`src/hw/rtl/bounding_sphere_grow_unit_defines.svh`:
```
// Assertion macros for the bounding sphere grow unit
`ifndef BOUNDING_SPHERE_GROW_UNIT_DEFINES_SVH
`define BOUNDING_SPHERE_GROW_UNIT_DEFINES_SVH
`ifndef SYNTHESIS
`define BSG_ASSERT_IMPL(lbl, clk, rst_n, ante, cons, msg) \
  lbl: assert property (@(posedge clk) disable iff (!rst_n) (ante) |-> (cons)) else $error(msg);
`define BSG_ASSERT_NEXT(lbl, clk, rst_n, ante, cons, msg) \
  lbl: assert property (@(posedge clk) disable iff (!rst_n) (ante) |=> (cons)) else $error(msg);
`else
`define BSG_ASSERT_IMPL(lbl, clk, rst_n, ante, cons, msg)
`define BSG_ASSERT_NEXT(lbl, clk, rst_n, ante, cons, msg)
`endif
`endif

```
`src/hw/rtl/bsg_pkg.sv`:
```
package bsg_pkg;
  localparam int CoordBits = 24;
  localparam int RadBits   = CoordBits + 1;
  localparam int DiffBits  = CoordBits + 1;
  localparam int SqBits    = 2 * DiffBits + 2;
  localparam int RootBits  = SqBits / 2;
  localparam int ProdBits  = RadBits + DiffBits;
  localparam int CntBits   = 6;

  // Datapath commands from the controller
  typedef struct packed {
    logic load;
    logic diff;
    logic sq_start;
    logic sq_step;
    logic check;
    logic rnew;
    logic axis_start;
    logic div_step;
    logic axis_done;
  } bsg_cmd_t;

  typedef struct packed {
    logic outside;
    logic is_load;
  } bsg_sts_t;
endpackage

```
`src/hw/rtl/bsg_ctrl.sv`:
```
module bsg_ctrl import bsg_pkg::*; (
  input  logic     clk_i,
  input  logic     rst_ni,
  input  logic     in_valid_i,
  output logic     in_ready_o,
  output logic     out_valid_o,
  input  logic     out_ready_i,
  input  bsg_sts_t sts_i,
  output bsg_cmd_t cmd_o
);
  localparam logic [3:0] StIdle = 4'd0;
  localparam logic [3:0] StDiff = 4'd1;
  localparam logic [3:0] StSqIn = 4'd2;
  localparam logic [3:0] StSq   = 4'd3;
  localparam logic [3:0] StChk  = 4'd4;
  localparam logic [3:0] StFix  = 4'd5;
  localparam logic [3:0] StRnew = 4'd6;
  localparam logic [3:0] StAxIn = 4'd7;
  localparam logic [3:0] StDiv  = 4'd8;
  localparam logic [3:0] StAxEn = 4'd9;
  localparam logic [3:0] StOut  = 4'd10;
  localparam logic [3:0] StDec  = 4'd11;

  logic [3:0] state_q, state_d;
  logic [CntBits-1:0] cnt_q, cnt_d;
  logic [1:0] axis_q, axis_d;
  logic ovalid_q, ovalid_d;

  assign in_ready_o  = (state_q == StIdle) && !ovalid_q;
  assign out_valid_o = ovalid_q;

  // Sequencer
  always_comb begin
    state_d = state_q; cnt_d = cnt_q; axis_d = axis_q; ovalid_d = ovalid_q;
    cmd_o = '0;
    if (ovalid_q && out_ready_i) ovalid_d = 1'b0;
    unique case (state_q)
      StIdle: begin
        if (in_valid_i && in_ready_o) begin
          cmd_o.load = 1'b1; state_d = StDec;
        end
      end
      StDec: state_d = sts_i.is_load ? StOut : StDiff;
      StDiff: begin cmd_o.diff = 1'b1; state_d = StSqIn; end
      StSqIn: begin
        cmd_o.sq_start = 1'b1; cnt_d = CntBits'(RootBits - 1); state_d = StSq;
      end
      StSq: begin
        cmd_o.sq_step = 1'b1;
        if (cnt_q == '0) state_d = StChk; else cnt_d = cnt_q - 1'b1;
      end
      StChk: begin
        cmd_o.check = 1'b1; state_d = StFix;
      end
      StFix: begin
        if (sts_i.outside) state_d = StRnew;
        else state_d = StOut;
      end
      StRnew: begin cmd_o.rnew = 1'b1; axis_d = 2'd0; state_d = StAxIn; end
      StAxIn: begin
        cmd_o.axis_start = 1'b1; cnt_d = CntBits'(ProdBits - 1); state_d = StDiv;
      end
      StDiv: begin
        cmd_o.div_step = 1'b1;
        if (cnt_q == '0) state_d = StAxEn; else cnt_d = cnt_q - 1'b1;
      end
      StAxEn: begin
        cmd_o.axis_done = 1'b1;
        if (axis_q == 2'd2) state_d = StOut;
        else begin axis_d = axis_q + 1'b1; state_d = StAxIn; end
      end
      StOut: begin ovalid_d = 1'b1; state_d = StIdle; end
      default: state_d = StIdle;
    endcase
  end

  always_ff @(posedge clk_i or negedge rst_ni) begin
    if (!rst_ni) begin
      state_q <= StIdle; cnt_q <= '0; axis_q <= '0; ovalid_q <= 1'b0;
    end else begin
      state_q <= state_d; cnt_q <= cnt_d; axis_q <= axis_d; ovalid_q <= ovalid_d;
    end
  end
endmodule

```
`config.mk`:
```
export PLATFORM = sky130hd
export DESIGN_NAME = bsg_ctrl
export DESIGN_NICKNAME = d
export VERILOG_FILES = /design/src/hw/rtl/bounding_sphere_grow_unit_defines.svh /design/src/hw/rtl/bsg_pkg.sv /design/src/hw/rtl/bsg_ctrl.sv
export SDC_FILE = /design/constraint.sdc
export NUM_CORES = 1
export LEC_CHECK = 0
export ABC_AREA = 1
export BUFFER_PORTS_ARGS = -buffer_cell sky130_fd_sc_hd__buf_2
export CAP_MARGIN = 20
export CORE_MARGIN = 5
export CORE_UTILIZATION = 50
export DETAILED_ROUTE_END_ITERATION = 16
export PLACE_DENSITY = 0.73
export SLEW_MARGIN = 20
export SYNTH_ARGS = -nofsm -noshare
export SYNTH_HDL_FRONTEND = slang
export SYNTH_SLANG_ARGS = --single-unit
```
`constraint.sdc`:
```
create_clock -name clk_i -period 1.59 [get_ports clk_i]
set_input_delay 0.477 -clock clk_i [delete_from_list [all_inputs] [get_ports clk_i]]
set_output_delay 0.477 -clock clk_i [all_outputs]
set_load 0.01 [all_outputs]
```
==> results.yml <==
status:
  status: "finished with violations"
  violations: "negative setup slack"
cts:
  cts_buffers: 3
  cts-htree-levels: 1
  clockRootBuffer: "clkbuf_4"
  cts_tree: "done"
  clk_latency_ns: 0.28
  cts_max_path_buffers: 2
  clk_pin_slew_ns: 0.09
  hold_buffers: 0
  cts.sinks: 13
worst_setup_path:
  rr_worst_depth: 13
  cpPeakStageDelay_ns: 0.46
  cp.required_ns: 1.11
  critical-path-top-delay-family: "flip-flops"
  end_kind: "output pin"
  crit_fanout: 4
  r2r-start: "state_q[1]$_DFFE_PN0P_"
  r2r_slack_ns: -0.16
  path_buf_inv: 2
  worstPathCellList: "inv_2 > nand2_2 > nor2_2 > buf_2"
  arrival_ns: 1.29
  rr_endpoint: "state_q[0]$_DFFE_PN0P_"
  critPathKind: "register to output pin"
  slowest_stage: "dfrtp_2"
  start_kind: "register"
grt:
  antenna_found_initial: 0
  grt_pass1_vias: 1104
  track_usage_pct: 23.3
  grt_max_degree: 14
  grt_overflow_total: 0
  grt_pass1_wl_um: 4830
cells_and_area:
  area_delta_synth_final_pct: 46.2
  drive_above_1_share_pct: 44.9
  layout_commonest_cell: "nand2_1"
  stdcell_area_um2: 1420
  instances_no_fill: 223
  antenna_cells: 0
  final_cell_mix: "50 x nand2_1, 28 x buf_4, 13 x buf_2"
  final_nets: 205
timing:
  setup_viol: 14
  period_needed_ns: 1.76
  worst_pin_slew_ns: 0.324
  rsz0062_at_grt: "yes"
  hold_viol: 0
  maxSlewHeadroom_pct: 78.4
  skew_ns: 0.00277
  post-route-period-util_pct: 111
  setup_slack_ns: -0.173
  final_max_slew_viol_count: 0
  max_freq_ghz: 0.567
route:
  viasPerCell: 5.13
  drt_pre_antenna_iters: 4
  met1_length_um: 1150
  dr.first_iter.drc_count: 59
  drt-wirelength-per-cell_um: 13.4
  wl_met3_um: 274
  drtAntennaViolNets: 0
  route.detailed.drc: 0
  met2_length_um: 1430
  vias: 1145
  drt-total-wl_um: 2980
  routed.top_layer: "met4"
synth:
  ys_types: 21
  seq_area_frac_synth_pct: 33.5
  syn_area_per_cell_um2: 6.60
  syn_area_um2: 970
  synth_nets: 155
  ys_seq_elements: 13
  yosys_warnings: 0
  syn_inst: 147
placement:
  globalplace.congestion: 0.862
  dpl.hpwl_um: 1800
  numPortBuffers: 16
  placedCellCount: 197
  post_dp_cell_area_um2: 1140
power:
  leakage_nw: 0.822
  power_density_nw_per_um2: 2150
  ir_worst_vdd_mv: 1.31
die:
  fp.dieH_um: 54.0
  start_util_pct: 51.0
  coreArea_um2: 1900
  io_pins: 17
  die_w_um: 54.0
  rows: 16
  die-area_um2: 2920
hold_path:
  holdCritPathClass: "input port to asynchronous set/reset pin"
job:
  cap_violations: 0
synth_stat cells (all sizes together):
cell type  instances  share of area, %
a31oi              1              0.65
inv               23               8.9
dfrtp             13                34
o21ai              4               2.1
nand4              2               1.3
nand3b             2               1.5
nor3               2               1.0
nand2             63                29
nor2              21                11
o211ai             1              0.77
or2                1              0.65
nand3             11               6.2
ha                 2               2.6
xnor2              1              0.90
per-layer routing:
metal / global-route usage [%] / vias to the layer above
li1: - / 552
met1: 26.8 / 506
met2: 39.1 / 70
met3: 5.54 / 17
met4: 13.7 / 0
met5: 0 / -
flip-flops by register name, indices dropped and copies added, names as in the netlist:
signal / cells
axis_q: 2
cnt_q: 6
out_valid_o: 1
state_q: 4
layout make-up:
type                            instances  area, um2
Clock buffer                            4       26.3
Inverter                               23       91.3
Fill cell                             136        484
Multi-Input combinational cell        111        616
Sequential cell                        13        330
Timing Repair Buffer                   45        320
Tap cell                               27       33.8
timing repair:
action	4_1_cts	5_1_grt
resized for setup	20	15
pin swaps	7	8
buffers inserted	17	5
setup endpoints to repair	10	20
cells by family (layout without fill, tap and decap cells):
| family | count (synthesis) | in the layout | synth area share, % |
|---|---|---|---|
| AOI/OAI and AO/OA | 6 | 6 | 3.48 |
| xor gates and xnor gates | 1 | 1 | 0.903 |
| adders and majority gates | 2 | 2 | 2.58 |
| buffers and inverters | 23 | 72 | 8.90 |
| DFF | 13 | 13 | 33.5 |
| and+or+nand+nor | 102 | 102 | 50.6 |
power breakdown:
part           internal, W  total [W]  switching, W
clock            0.0000975   0.000220      0.000123
combinational     0.000918    0.00214       0.00122
sequential        0.000495   0.000693      0.000197
worst max-delay path by stage:
stage	start	to	slack [ns]	depth (start not counted)
floorplan	state_q[1]$_DFFE_PN0P_	cmd_o[8]	0.05	3
global placement	state_q[3]$_DFFE_PN0P_	cmd_o[8]	0.1	4
detailed placement	state_q[3]$_DFFE_PN0P_	cmd_o[8]	0.04	4
CTS	state_q[2]$_DFFE_PN0P_	cmd_o[4]	-0.17	5
global route	state_q[2]$_DFFE_PN0P_	cmd_o[0]	-0.23	4
finish	state_q[2]$_DFFE_PN0P_	cmd_o[0]	-0.17	4
through the flow:
step           power, W  util, %  setup slack, ns  setup TNS, ns  hold WS (ns)
3_5_place_dp    0.00223     59.7           0.0438              0         0.388
3_3_place_gp    0.00219     59.7           0.0981              0         0.385
6_report        0.00305     74.5           -0.173          -1.70        0.0731
2_1_floorplan   0.00176        -           0.0537              0         0.181
5_1_grt         0.00332     74.5           -0.227          -2.94        0.0833
4_1_cts         0.00278     70.3           -0.169          -1.44        0.0756
Power figures use the tool's default switching activity.
